$ cat config.mk
export PLATFORM = sky130hd
export DESIGN_NAME = vna_mul
export DESIGN_NICKNAME = d
export VERILOG_FILES = /design/src/rtl/vna_mul.sv
export SDC_FILE = /design/constraint.sdc
export NUM_CORES = 1
export LEC_CHECK = 0
export ABC_CLOCK_PERIOD_IN_PS = 18600
export BUFFER_PORTS_ARGS = -buffer_cell sky130_fd_sc_hd__clkbuf_2
export CAP_MARGIN = 25
export CORE_ASPECT_RATIO = 1.2
export CORE_MARGIN = 1
export CORE_UTILIZATION = 40
export CTS_CLUSTER_DIAMETER = 50
export DETAILED_ROUTE_END_ITERATION = 8
export PLACE_DENSITY = 0.64
export REMOVE_ABC_BUFFERS = 1
export SETUP_SLACK_MARGIN = 0.05
export SKIP_LAST_GASP = 1
export SLEW_MARGIN = 10
export SYNTH_ARGS = -nofsm -noshare
export SYNTH_HDL_FRONTEND = slang
export SYNTH_SLANG_ARGS = --single-unit
$ cat constraint.sdc
create_clock -name clk -period 18.6 [get_ports clk]
set_input_delay 1.86 -clock clk [delete_from_list [all_inputs] [get_ports clk]]
set_output_delay 1.86 -clock clk [all_outputs]
set_load 0.005 [all_outputs]
$ cat src/rtl/vna_mul.sv
module vna_mul #(
  parameter int W = 16
) (
  input  logic                  clk,
  input  logic signed [W-1:0]   a,
  input  logic signed [W-1:0]   b,
  output logic signed [2*W-1:0] p
);

  always_ff @(posedge clk) begin
    p <= a * b;
  end

endmodule

==> summary.md <==
| Metric | Value |
|---|---|
| Global route total overflow | 0 |
| Top-area cell type share of the netlist area | 49.7% |
| Commonest non-fill, non-tap cells in the layout | inv_1, fa_1, nand2_1 |
| 1st-iter DRT viols | ~330 |
| First-pass DRT Iterations | 4 |
| Area grow syn2layout | 6.94% |
| Register bit count reported by yosys | 32 |
| Layout cell share with drive strength beyond 1 | 7.05% |
| Synth cell types | 49 |
| CTS tree | yes |
| Status | completed |
| Biggest register | p |
| Die ar. | about 0.027 mm² |
| Final Hold Viols | 0 |
| Post-CTS setup buffer count | 0 |
| GRT Total Usage | roughly 18% |
| Die H | about 180 µm |
| Final setup fails | 0 |
| HP Class | in2reg |
| ANT cells | 0 |
| Vias/cell | 4.92 |
| Dpl hpwl | 20.0 mm |
| Gpl congestion | roughly 0.8 |
| Hold Buf Count CTS | 0 |
| Final routed wire length divided by cell count | around 15 µm |
| Mapped Area | 0.0106 mm² |
| Fraction of registers with async set/reset | 0% |
| Largest cells by area after synthesis | fa_1, inv_1, ha_1 |
| Final worst-path cycle share | approximately 40% |
| Critical path launch point type | primary input |
| Post-synth EDFFs | 0 |
| CTS buffer count | 5 |
| Worst-path maximum fanout | 16 |
| Max Cap Violations | 0 |
| Port Buffer Count | 64 |
| Starting Density | about two fifths |
| Final nets | 1,539 |
| Worst Hold End | p[0] |
| Arr. time, crit path | slightly below 8 ns |
| DRC viols | 0 |
| Hold_sp | b[0] |
| Seq/Total Area, Yosys | about 6.1% |
| Slew margin rel. | between 60% and 70% |
| Final Max Tran Viols | 0 |
| PnR worst setup slack | around 11 ns |
| Fin cells | roughly 1,500 |
| Most common cell after layout, fill and taps aside | inv_1 |
| TNS Setup | 0 ns |
| Num rows | 64 |
| Slew @ Worst Pin | between 0.5 and 0.6 ns |
| Ys Warns | 0 |
| Vias | 7,340 |
| Placed Instances | about 1,500 |
| Routed Antenna Nets | 0 |
| Regs by FF count | p (32) |
| RSZ-0062 raised after global routing | false |
| Clk root buf | clkbuf_16 |
| Core region area | 0.0257 mm² |
| Initial antenna violation count | 0 |
| Post-Synthesis Cells | ~1,100 |
| Largest register FFs | 32 |
| First-pass GRT wire length | between 30 and 40 mm |
| Achievable Freq | approximately 0.13 GHz |
| Vias in the first global route | a little under 8,000 |
| I/O pins | 65 |
| Total wire length | about 23 mm |
| Clock transition at path regs | 0.06 ns |
| Chip width | 150 µm |
| Largest net degree at the start of global routing | 17 |
| Syn_area_per_cell | about 9.4 µm² |
| Post-CTS sizing | 0 |
| Place WS | ~11 ns |
| Synth Flop Type | dfxtp_1 |
| H-tree levels | 2 |
| Hold path depth | 2 |
| Required @ worst endpoint | between 15 and 20 ns |
| Synth area leader | fa_1 |
| Worst setup path class | in2reg |
| CTS sink count | 32 |
| Worst setup EP type | flip-flop |
| Fin crit period | roughly 7.6 ns |
| Clk buf depth | 2 |
-- through the flow --
step                cell area [µm²]  utilization, %  hold WS [ns]
floorplan                     10400               -          1.98
global placement              11100            43.3          2.23
detailed placement            11100            43.3          2.23
CTS                           11300            43.9          2.05
global route                  11300            43.9          2.09
finish                        11300            43.9          2.06
-- Yosys cell counts, types with 2 or more instances --
master    instances
a21o_1            6
a21oi_1          26
a311oi_1          2
a41o_1            2
and2_1          123
buf_2             2
clkbuf_1         31
dfxtp_1          32
fa_1            262
ha_1             82
inv_1           292
nand2_1         132
nand2b_1          4
nand3_1           8
nand3b_1          2
nand4_1           2
nor2_1           25
nor3_1            4
o211a_1           2
o211ai_1          6
o21a_1            4
o21ai_0          12
o21bai_1          4
o31ai_1           3
or3_1             2
xnor2_1          31
xor2_1            4
-- cells by family (layout without fill, tap and decap cells) --
family | Yosys count | in the layout | synth area share, %
xor+xnor | 35 | 35 | 2.90
buf+inv | 328 | 364 | 11.8
simple gates | 311 | 311 | 14.8
fa+ha+maj | 344 | 344 | 59.4
flops | 32 | 32 | 6.07
compound gates | 77 | 77 | 5.06
-- routing by layer --
layer	track usage, %	wire, µm	up-vias
met5	0	0	-
met4	3.80	488	0
met3	1.78	561	32
met2	33.9	13100	129
met1	21.2	8600	3823
li1	-	-	3356
-- worst max path at each step --
stage,to,slack (ns),start
after floorplan,p[29],11.48,b[1]
after global placement,p[31],10.80,b[1]
after detailed placement,p[31],10.76,b[1]
after CTS,p[31],11.03,b[1]
after global routing,p[31],10.77,b[1]
final,p[31],11.00,b[1]
-- critical path, cell delays in order --
cell       delay, ns
clkbuf_2        0.25
nand2_1         0.20
inv_1           0.10
fa_1            0.64
fa_1            0.83
fa_1            0.51
fa_1            0.50
fa_1            0.50
inv_1           0.05
fa_1            0.47
inv_1           0.04
ha_1            0.34
and3_1          0.19
and2_2          0.18
nand3_1         0.08
o31ai_1         0.44
o2111ai_1       0.23
o21ai_0         0.25
xnor2_1         0.10
-- area by class of cell --
cell class	count	area, µm²
fillers	2551	14400
repair buffers	64	320
well taps	330	413
flip-flops and latches	32	641
inverters	292	1100
multi-input cells	767	8670
clock inverters	3	23.8
clock buffers	5	125
Power is left out: the tool's default activity adds up to more than one toggle a clock period on the data nets, which glitch-free logic cannot reach.
