`src/rtl/vna_pkg.sv`:
```
package vna_pkg;

  localparam int IDX_W  = 12;
  localparam int TYPE_W = 2;
  localparam int POS_W  = 16;
  localparam int NORM_W = 16;
  localparam int SUM_W  = 48;
  localparam int MAG_W  = 15;
  localparam int SQ_W   = 30;
  localparam int LEN_W  = 32;
  localparam int Q_W    = 15;

  localparam logic [TYPE_W-1:0] REQ_LOAD = 2'd0;
  localparam logic [TYPE_W-1:0] REQ_TRI  = 2'd1;
  localparam logic [TYPE_W-1:0] REQ_READ = 2'd2;

  localparam logic [Q_W-1:0] UNIT_Q = 15'd16384;

  localparam logic signed [SUM_W-1:0] SUM_MAX = {1'b0, {(SUM_W-1){1'b1}}};
  localparam logic signed [SUM_W-1:0] SUM_MIN = {1'b1, {(SUM_W-1){1'b0}}};

  typedef struct packed {
    logic           done;
    logic [Q_W-1:0] q;
  } ds_res_t;

endpackage

```
`src/rtl/vna_divsqrt.sv`:
```
module vna_divsqrt (
  input  logic                         clk,
  input  logic                         rst,
  input  logic                         start,
  input  logic [vna_pkg::SQ_W-1:0]     num,
  input  logic [vna_pkg::LEN_W-1:0]    den,
  output vna_pkg::ds_res_t             res
);

  localparam logic [1:0] P_IDLE = 2'd0;
  localparam logic [1:0] P_DIV  = 2'd1;
  localparam logic [1:0] P_SQRT = 2'd2;

  logic [1:0]  phase;
  logic [4:0]  cnt;
  logic [31:0] rem;
  logic [31:0] dv;
  logic [30:0] quo;
  logic [30:0] nbits;
  logic [31:0] rad;
  logic [17:0] srem;
  logic [15:0] root;

  logic [32:0] rs;
  logic        dge;
  logic [19:0] s2;
  logic [19:0] tr;
  logic        sge;
  logic [15:0] root_next;
  logic [16:0] rinc;

  always_comb begin
    rs        = {rem, nbits[30]};
    dge       = rs >= {1'b0, dv};
    s2        = {srem, rad[31:30]};
    tr        = {2'b00, root, 2'b01};
    sge       = s2 >= tr;
    root_next = {root[14:0], sge};
    rinc      = {1'b0, root_next} + 17'd1;
  end

  always_ff @(posedge clk) begin
    if (rst) begin
      phase    <= P_IDLE;
      res.done <= 1'b0;
    end else begin
      res.done <= 1'b0;
      case (phase)
        P_IDLE: begin
          if (start) begin
            rem   <= {3'b000, num[vna_pkg::SQ_W-1:1]};
            nbits <= {num[0], 30'b0};
            dv    <= den;
            cnt   <= '0;
            phase <= P_DIV;
          end
        end
        P_DIV: begin
          rem   <= dge ? 32'(rs - {1'b0, dv}) : rs[31:0];
          quo   <= {quo[29:0], dge};
          nbits <= {nbits[29:0], 1'b0};
          cnt   <= cnt + 5'd1;
          if (cnt == 5'd30) begin
            rad   <= {1'b0, quo[29:0], dge};
            srem  <= '0;
            root  <= '0;
            cnt   <= '0;
            phase <= P_SQRT;
          end
        end
        P_SQRT: begin
          srem <= sge ? 18'(s2 - tr) : 18'(s2);
          root <= root_next;
          rad  <= {rad[29:0], 2'b00};
          cnt  <= cnt + 5'd1;
          if (cnt == 5'd15) begin
            res.q    <= rinc[15:1];
            res.done <= 1'b1;
            phase    <= P_IDLE;
          end
        end
        default: phase <= P_IDLE;
      endcase
    end
  end

endmodule

```
`config.mk`:
```
export PLATFORM = sky130hd
export DESIGN_NAME = vna_divsqrt
export DESIGN_NICKNAME = d
export VERILOG_FILES = /design/src/rtl/vna_pkg.sv /design/src/rtl/vna_divsqrt.sv
export SDC_FILE = /design/constraint.sdc
export NUM_CORES = 1
export LEC_CHECK = 0
export BUFFER_PORTS_ARGS = -buffer_cell sky130_fd_sc_hd__buf_4
export CORE_MARGIN = 5
export CORE_UTILIZATION = 42
export DETAILED_ROUTE_END_ITERATION = 16
export PLACE_DENSITY_LB_ADDON = 0.08
export SLEW_MARGIN = 0
export SYNTH_ARGS = -nofsm -noshare
export SYNTH_HDL_FRONTEND = slang
export SYNTH_SLANG_ARGS = --single-unit
```
`constraint.sdc`:
```
create_clock -name clk -period 7.3 [get_ports clk]
set_clock_uncertainty 0.1 [all_clocks]
set_input_delay 0.73 -clock clk [delete_from_list [all_inputs] [get_ports clk]]
set_output_delay 0.73 -clock clk [all_outputs]
set_load 0.02 [all_outputs]
```
==> summary.md, run 1 <==
| Metric | Value |
|---|---|
| Cell Chain, Critical Path | inv_1, ha_1, nor2b_1, o211ai_1, a21boi_1, o211ai_1, a21boi_1, a211oi_1, o211a_1, inv_1, ha_1, nand4_1, xnor2_1 |
| Final hold viol count | 0 |
| Leak Pwr | 0.004689 µW |
| Reg2reg end | res[13] |
| Clock net sink count | 184 |
| H-tree depth | 4 |
| Status | complete, no violations |
| Initial DRC count | 345 |
| Final min period | 4385 ps |
| Antenna-violating nets left | 0 |
| Cell row count | 57 |
| Layout Cells excl Fill | 1316 |
| Die X | 167.3 µm |
| Total gr overflow | 0 |
| GR peak layer | met2 |
| # port buffers | 80 |
| Fin crit share | 0.6006 |
| Yosys top cell area share | 0.5227 |
| CP endpoint kind | flip-flop |
| Area growth syn-to-layout | 14.86% |
| Slew margin rel. | 0.3327 |
| GR Util met2 | 0.2689 |
| First-pass DRT Iterations | 5 |
| Max Cap Viol | 0 |
| CP delay by family, top | compound AO/OA/AOI/OAI gates |
| Yosys reg bits | 184 |
| Worst Path Arrival | 4470 ps |
| M1 GR Usage | 0.2055 |
| Vias per cell | 5.244 |
| RSZ-0062 raised after global routing | false |
| Clock Tree Root | clkbuf_16 |
| Hold Crit Depth | 0 |
| Met3 GRT Util | 0.02900 |
| First-pass GRT wire length | 35750 µm |
| Min Hold Slack | 344.4 ps |
| DRT Wirelength | 21780 µm |
| Worst min-delay path class | flip-flop to flip-flop |
| Critical Path Fanout Max | 22 |
| Max clock buf depth | 2 |
| # DRC | 0 |
| Initial cell density of the core | 0.4275 |
| Worst slew pin tran | 998.5 ps |
| Most area-consuming cells after synthesis | edfxtp_1, ha_1, mux2_2 |
| Die area | 0.02800 mm² |
| Post-synth top flop | edfxtp_1 |
| Pwr Total | 3917 µW |
| Reg2reg start | root[0] |
| Pwr per Cell Area | 328.0 mW/mm² |
| Via count | 6901 |
| EDFF count, synth | 181 |
| Fin. max-slew vios | 0 |
| Synth Net Count | 1036 |
| Routed wire per std cell | 16.55 µm |
| Fmax | 228.1 MHz |
| Core ar. | 0.02432 mm² |
| Avg Synthesized Cell Area | 11.40 µm² |
| Vias in the first global route | 7051 |
| Final Setup Violations | 0 |
| Final core utilization | 0.4911 |
| Post-CTS resize count | 0 |
| Nets@finish | 1103 |
| Hold Path End | quo[6] |
| Setup_tns | 0 ps |
| Startpoint Class | flip-flop |
| HP Start | quo[5] |
| Reg2reg setup slack | 2920 ps |
| Reg2Reg Depth | 13 |
| Clk slew on worst S/H paths | 80 ps |
| DP Wirelength | 15210 µm |
| Highest-delay cell along the critical path | inv_1 |
| Gpl congestion | 0.8094 |
| Share of cells above drive strength 1 | 0.1875 |
| TritonCTS clock tree | yes |
| Cell variety after synth | 72 |
| Dominant cell type by area after synthesis | edfxtp_1 |
| Seq/Total Area, Yosys | 0.5285 |
| Initial antenna violation count | 0 |
| GR Util All Layers | 0.1569 |
| I/O pin cnt | 81 |
| Worst path max stage delay | 650 ps |
| Dpl cells | 1284 |
| Worst skew pair latency | 440 ps |
| Post-Syn Instances | 912 |
| Antenna cells | 0 |
| Post CTS Setup Buffer Count | 0 |
| Type of the worst setup path | flip-flop to flip-flop |
| Buf/Inv on CP | 2 |
| Async SR Flop Fraction | 0 |
| Data required time of the worst path | 7380 ps |
| Cell area after synthesis | 0.01040 mm² |
| Largest net degree at the start of global routing | 71 |
| Hold Buf Count CTS | 0 |
| Die height | 167.3 µm |
| Total CTS buffers | 17 |
| VDD IR max | 0.1497 mV |
| Ys Warns | 0 |
registers in the layout, summed over array words and instances (netlist names):
name and cells:
dv 32, rad 32, rem 32, quo 30, srem 18, res 16, root 16, cnt 5
phase 2, nbits 1
worst reg2reg max path, cell delays in order (launching register included):
cell and delay, ps:
edfxtp_1 540, inv_1 130, ha_1 350, nor2b_1 210, o211ai_1 110, a21boi_1 250
o211ai_1 170, a21boi_1 240, a211oi_1 150, o211a_1 480, inv_1 650, ha_1 450
nand4_1 150, xnor2_1 160
worst max path at each step:
| stage | startpoint | end | slack [ps] | cells past startpoint |
|---|---|---|---|---|
| CTS | root[0] | res[13] | 2860 | 13 |
| global route | root[0] | res[13] | 2480 | 13 |
| floorplan | phase[1] | rad[0] | 850 | 7 |
| global placement | root[0] | res[1] | 2980 | 12 |
| finish | root[0] | res[13] | 2920 | 13 |
| detailed placement | root[0] | res[13] | 2900 | 13 |
where the power goes:
part | total (µW) | internal, µW | switching [µW]
clock network | 950 | 472 | 479
registers | 1530 | 1440 | 92.0
logic | 1440 | 579 | 857
total | 3920 | 2490 | 1430
synth_stat cells, drive strengths merged, types with 6 or more instances:
library cell	n
inv	92
and3	7
xnor2	36
buf	9
a221oi	20
a21o	22
nand4	17
o21a	9
ha	58
nand3	24
nand2	54
and2	19
or2	7
edfxtp	181
nor2b	12
a21boi	15
nor3	19
o21ai	20
or3	6
mux2	31
nand2b	6
clkbuf	31
xor2	20
nor4	7
mux2i	6
nor2	62
a21oi	45
layer usage:
metal	wire length (µm)	up-vias
met1	10110	3281
li1	-	3488
met5	0	-
met2	10690	109
met3	672	23
met4	316	0
cell type report:
type | instances | area, µm²
clock buffers | 17 | 425.4
clock inverters | 15 | 190.2
fillers | 2235 | 12380
inverters | 92 | 345.3
multi-input cells | 596 | 4420
flip-flops and latches | 184 | 5495
well taps | 324 | 405.4
repair buffers | 88 | 660.6
kinds of logic (layout without fill, tap and decap cells):
group / Yosys count / in the layout / share of synthesized area
AO/OA/AOI/OAI: 189 / 189 / 0.1386
XOR/XNOR: 56 / 56 / 0.04717
AND/OR/NAND/NOR: 255 / 255 / 0.1247
flip-flops: 184 / 184 / 0.5285
multiplexers: 37 / 37 / 0.03935
buffers and inverters: 132 / 212 / 0.04994
adder cells (fa/ha/maj): 59 / 59 / 0.07172
through the flow:
stage	worst slack (ps)	instance area [µm²]
finish	2915	11940
global route	2484	11940
CTS	2861	11940
detailed placement	2900	11330
global placement	2984	11330
floorplan	853.9	10400
placed cells by master (no fill, tap or decap), types with 7 or more instances in the layout:
cell type,netlist,layout
xnor2_1,36,36
a221oi_2,10,10
nand4_1,17,17
nand3_1,24,24
o21ai_0,20,20
and2_1,19,19
a21boi_0,13,13
a21oi_1,44,42
nor2_1,61,59
a221oi_1,10,10
ha_1,58,57
edfxtp_1,181,181
nor2b_1,12,12
nand2_1,54,54
clkbuf_16,0,17
nor3_1,19,18
xor2_1,20,20
mux2_2,31,31
o21a_1,9,9
inv_1,92,92
nor4_1,7,7
a21o_1,22,22
buf_4,1,88
and3_1,7,7
Note: power is estimated with default switching activity, not from simulation.
==> run 2: changes to the inputs <==
==> constraint.sdc (replaced) <==
create_clock -name clk -period 3.9 [get_ports clk]
set_clock_uncertainty 0.1 [all_clocks]
set_input_delay 0.39 -clock clk [delete_from_list [all_inputs] [get_ports clk]]
set_output_delay 0.39 -clock clk [all_outputs]
set_load 0.02 [all_outputs]
==> run 2 against run 1 <==
Non-clock buffer count rose by 27. Worst setup slack got worse by 2700 ps. Largest cell class unchanged. Design area up 2.1%. Hold slack worse by 320 ps. Fmax grew 20%. Final cell count rose by 2.1%. Sequential power increased by 87%. Combinational power rose by 94%. Critical endpoint is now rem[28]. First-iteration DRC count grew 14%. Highest routed layer unchanged. Critical path type unchanged. Sequential cell count is the same. Critical path depth down 2.
==> summary.md, run 2 (synthesis gave the netlist of run 1 again) <==
| Metric | Value |
|---|---|
| Status | complete, no violations |
| Die area | 0.02800 mm² |
| Setup_tns | 0 ps |
| Pwr per Cell Area | 614.8 mW/mm² |
| Clk slew on worst S/H paths | 80 ps |
| Area growth syn-to-layout | 17.32% |
| I/O pin cnt | 81 |
| Slew margin rel. | 0.2776 |
| Largest net degree at the start of global routing | 71 |
| Post-CTS resize count | 0 |
| GR Util All Layers | 0.1616 |
| Clock net sink count | 184 |
| # DRC | 0 |
| Cell row count | 57 |
| HP Start | den[19] |
| CP endpoint kind | flip-flop |
| Fmax | 274.3 MHz |
| Via count | 7058 |
| Final Setup Violations | 0 |
| Type of the worst setup path | flip-flop to flip-flop |
| Hold Buf Count CTS | 7 |
| Reg2reg end | rem[28] |
| Max clock buf depth | 2 |
| Antenna-violating nets left | 0 |
| # port buffers | 80 |
| Reg2reg setup slack | 250 ps |
| Total gr overflow | 0 |
| Initial cell density of the core | 0.4275 |
| TritonCTS clock tree | yes |
| VDD IR max | 0.3296 mV |
| RSZ-0062 raised after global routing | false |
| Most common cell after layout, fill and taps aside | edfxtp_1 |
| Final min period | 3646 ps |
| Commonest cells after routing, fill and taps aside | edfxtp_1, buf_4, inv_1, nor2_1, ha_1 |
| Worst min-delay path class | primary input to flip-flop |
| Worst Path Arrival | 3720 ps |
| First-pass GRT wire length | 36860 µm |
| Gpl congestion | 0.8137 |
| DRT Wirelength | 22620 µm |
| Reg2reg start | rem[13] |
| Final hold viol count | 0 |
| Worst skew pair latency | 440 ps |
| Data required time of the worst path | 3980 ps |
| Antenna cells | 0 |
| Initial antenna violation count | 0 |
| H-tree depth | 4 |
| Fin. max-slew vios | 0 |
| Hold Crit Depth | 1 |
| Critical Path Fanout Max | 10 |
| Post CTS Setup Buffer Count | 0 |
| Startpoint Class | flip-flop |
| Routed wire per std cell | 16.84 µm |
| Vias per cell | 5.255 |
| Die X | 167.3 µm |
| Biggest regs | dv (32), rad (32), rem (32) |
| Hold Path End | dv[19] |
| Fillers | 2200 |
| Total CTS buffers | 17 |
| Clock Tree Root | clkbuf_16 |
| Max Cap Viol | 0 |
| Initial DRC count | 395 |
| Nets@finish | 1130 |
| Leak Pwr | 0.004817 µW |
| Fin crit share | 0.9348 |
| Die height | 167.3 µm |
| DP Wirelength | 15800 µm |
| Final core utilization | 0.5016 |
| Reg2Reg Depth | 11 |
| Share of cells above drive strength 1 | 0.1982 |
| Core ar. | 0.02432 mm² |
| First-pass DRT Iterations | 5 |
| Vias in the first global route | 7156 |
| Worst slew pin tran | 1081 ps |
==> run 2: area by class of cell <==
type | instances | area (µm²) | share of cell area
flip-flops and latches | 184 | 5495 | 0.4505
well taps | 324 | 405.4 | 0.03323
clock inverters | 15 | 209.0 | 0.01713
inverters | 92 | 345.3 | 0.02831
multi-input cells | 596 | 4427 | 0.3629
clock buffers | 17 | 425.4 | 0.03488
repair buffers | 115 | 890.9 | 0.07303
==> run 2: metrics by stage <==
stage,setup WS [ps],hold WS (ps),power (µW),instance area [µm²],instances
after floorplan,448.8,318.0,4958,10410,912
after global placement,335.7,327.7,5706,11450,1300
after detailed placement,270.6,333.1,5717,11450,1300
after CTS,218.0,5.883,7582,12160,1339
after global routing,24.78,0.1732,7996,12200,1343
final,254.2,25.83,7499,12200,1343
==> run 2: metal layers <==
layer	GRT usage	share of wire
met5	0	0
met4	0.04058	0.012
met3	0.03112	0.031
met2	0.2771	0.50
met1	0.2120	0.46
==> run 2: worst max path at each step <==
stage,startpoint,slack (ps),end
after detailed placement,rem[13],270,rem[28]
after global placement,rem[13],340,rem[28]
after CTS,rem[13],220,rem[28]
after global routing,rem[13],20,rem[28]
final,rem[13],250,rem[28]
after floorplan,root[0],450,res[13]
==> run 2: worst max-delay path, cell delays in order, from the launching register on <==
cell and delay [ps]:
edfxtp_1 400, ha_1 400, a21oi_1 270, o211a_1 190, o2111ai_1 110, nor3_1 310
nor2_1 180, a2111oi_4 490, nor2_4 140, a31o_1 260, buf_4 200, a221o_1 340
==> run 2: power by group <==
| group | internal (µW) | switching, µW | total, µW |
|---|---|---|---|
| logic | 1150 | 1650 | 2800 |
| registers | 2690 | 167 | 2860 |
| clock network | 897 | 941 | 1840 |
==> run 3: changes to the inputs <==
--- a/config.mk
+++ b/config.mk
@@ -6,6 +6,8 @@
 export NUM_CORES = 1
 export LEC_CHECK = 0
 export BUFFER_PORTS_ARGS = -buffer_cell sky130_fd_sc_hd__buf_4
+export CELL_PAD_IN_SITES_DETAIL_PLACEMENT = 1
+export CELL_PAD_IN_SITES_GLOBAL_PLACEMENT = 1
 export CORE_MARGIN = 5
 export CORE_UTILIZATION = 42
 export DETAILED_ROUTE_END_ITERATION = 16
==> run 3 against run 2 <==
Die area is the same. Sequential power is essentially flat. Routed wire length grew 6.5%. Sequential share of layout area shrank 0.60 points. Critical endpoint is now rem[2].
==> summary.md, run 3 (synthesis gave the netlist of run 1 again) <==
| Metric | Value |
|---|---|
| Worst Path Arrival | 3750 ps |
| VDD IR max | 0.3362 mV |
| Initial DRC count | 330 |
| Clk slew on worst S/H paths | 80 ps |
| GR peak layer | met2 |
| Area growth syn-to-layout | 18.89% |
| CP delay by family, top | compound AO/OA/AOI/OAI gates |
| Biggest regs | dv (32), rad (32), rem (32) |
| TritonCTS clock tree | yes |
| Critical Path Fanout Max | 8 |
| Antenna cells | 0 |
| DRT Wirelength | 24100 µm |
| Clock Tree Root | clkbuf_16 |
| Highest-delay cell along the critical path | a2111oi_4 |
| Commonest cells after routing, fill and taps aside | edfxtp_1, buf_4, inv_1, nor2_1, ha_1 |
| Die height | 167.3 µm |
| Largest net degree at the start of global routing | 67 |
| DP Wirelength | 17160 µm |
| Post CTS Setup Buffer Count | 0 |
| Initial cell density of the core | 0.4275 |
| Worst slew pin tran | 1026 ps |
| Final core utilization | 0.5083 |
| Fillers | 2559 |
| Max Cap Viol | 0 |
| Max clock buf depth | 2 |
| Final Setup Violations | 0 |
| Die area | 0.02800 mm² |
| Leak Pwr | 0.004886 µW |
| Switching share of power | 0.3728 |
| # port buffers | 80 |
| Buf/Inv on CP | 1 |
| CP most frequent cell | nor2_1 |
| Data required time of the worst path | 4000 ps |
| Initial antenna violation count | 0 |
| Placed cell area | 0.01147 mm² |
| Most common cell after layout, fill and taps aside | edfxtp_1 |
| Area of the multi-input gates | 0.004432 mm² |
| Startpoint Class | flip-flop |
| Sw Pwr | 2844 µW |
| Slew margin rel. | 0.3141 |
| Core ar. | 0.02432 mm² |
| Clock net sink count | 184 |
| Total gr overflow | 0 |
| Vias in the first global route | 7515 |
| Worst skew pair latency | 460 ps |
| Gpl congestion | 0.8044 |
| Nets@finish | 1143 |
| Share of cells above drive strength 1 | 0.1977 |
| Cell row count | 57 |
| H-tree depth | 4 |
| Antenna-violating nets left | 0 |
| Routed wire per std cell | 17.77 µm |
| Pwr per Cell Area | 617.2 mW/mm² |
| GR Util met2 | 0.3026 |
| Clk pwr share | 0.246 |
| RSZ-0062 raised after global routing | false |
| Via count | 7239 |
| Comb power frac | 0.379 |
| Worst min-delay path class | primary input to flip-flop |
| Fin. max-slew vios | 0 |
| Final min period | 3651 ps |
| Reg area | 0.005495 mm² |
| Final hold viol count | 0 |
| Cell-internal power | 4785 µW |
| Status | complete, no violations |
| First-pass GRT wire length | 39050 µm |
| Met3 GRT Util | 0.02805 |
| CP endpoint kind | flip-flop |
| Worst path max stage delay | 540 ps |
| First-pass DRT Iterations | 4 |
| Fmax | 273.9 MHz |
| Cell area after layout | 0.01236 mm² |
| Vias per cell | 5.338 |
| Fin crit share | 0.9361 |
| Type of the worst setup path | flip-flop to flip-flop |
| Die X | 167.3 µm |
| Pwr Total | 7629 µW |
| M1 GR Usage | 0.2206 |
| Total CTS buffers | 17 |
| Setup_tns | 0 ps |
| # DRC | 0 |
| GR Util All Layers | 0.1715 |
| I/O pin cnt | 81 |
| Sequential power share | 0.375 |
| Cell Chain, Critical Path | ha_1, a211oi_2, nor2_1, o21a_1, nor3_2, nor2_1, a2111oi_4, nor2_4, a31o_2, buf_4, a221o_1 |
-- run 3: cell types whose count changed in the layout (fill, tap and decap cells not counted) --
cell	delta
a31o_1	-1
a31o_2	+1
buf_12	+1
buf_4	-1
clkinv_8	-1
dlygate4sd3_1	+13
inv_12	+2
inv_16	+1
inv_6	-1
inv_8	-1
nor3_1	-1
nor3_2	+1
-- run 3: routing by layer --
metal  up-vias  routed length [µm]
li1       3574                   -
met4         0                 339
met5         -                   0
met3        22                 573
met2        89               12120
met1      3554               11060
-- run 3: layout make-up --
cell class,count,area share
well taps,324,0.03279
inverters,92,0.02794
clock inverters,15,0.01822
flip-flops and latches,184,0.4445
repair buffers,128,0.08360
clock buffers,17,0.03441
multi-input cells,596,0.3585
-- run 3: repair_timing --
item,in CTS,in global routing
resized for setup,0,2
hold buffers,20,4
endpoints found under the hold margin,20,4
setup endpoints to repair,0,6
-- run 3: worst paths after layout --
kind | startpoint | endpoint | slack, ps | depth (start not counted)
setup reg to reg | rem[5] | rem[2] | 250 | 11
hold reg to reg | quo[3] | quo[4] | 350 | 0
setup / recovery | rem[5] | rem[2] | 250 | 11
hold / removal | den[14] | dv[14] | 20 | 1
-- run 3: worst reg2reg max path: stages (launching register included) --
cell,delay [ps]
edfxtp_1,400
ha_1,390
a211oi_2,230
nor2_1,110
o21a_1,220
nor3_2,280
nor2_1,160
a2111oi_4,550
nor2_4,80
a31o_2,360
buf_4,210
a221o_1,330
-- run 3: stage by stage --
stage,hold slack [ps],std cells,worst slack [ps]
detailed placement,337.1,1300,110.6
floorplan,318.0,912,448.8
global placement,328.0,1300,231.7
CTS,0.09290,1352,75.31
finish,17.91,1356,249.2
global route,0.9657,1356,96.66
-- run 3: power by group through the flow --
| stage | logic [µW] | registers, µW | clock network, µW |
|---|---|---|---|
| floorplan | 2100 | 2850 | 0 |
| global placement | 2850 | 2890 | 0 |
| detailed placement | 2880 | 2910 | 0 |
| CTS | 2920 | 2870 | 1930 |
| global route | 3210 | 2900 | 2010 |
| finish | 2890 | 2860 | 1870 |
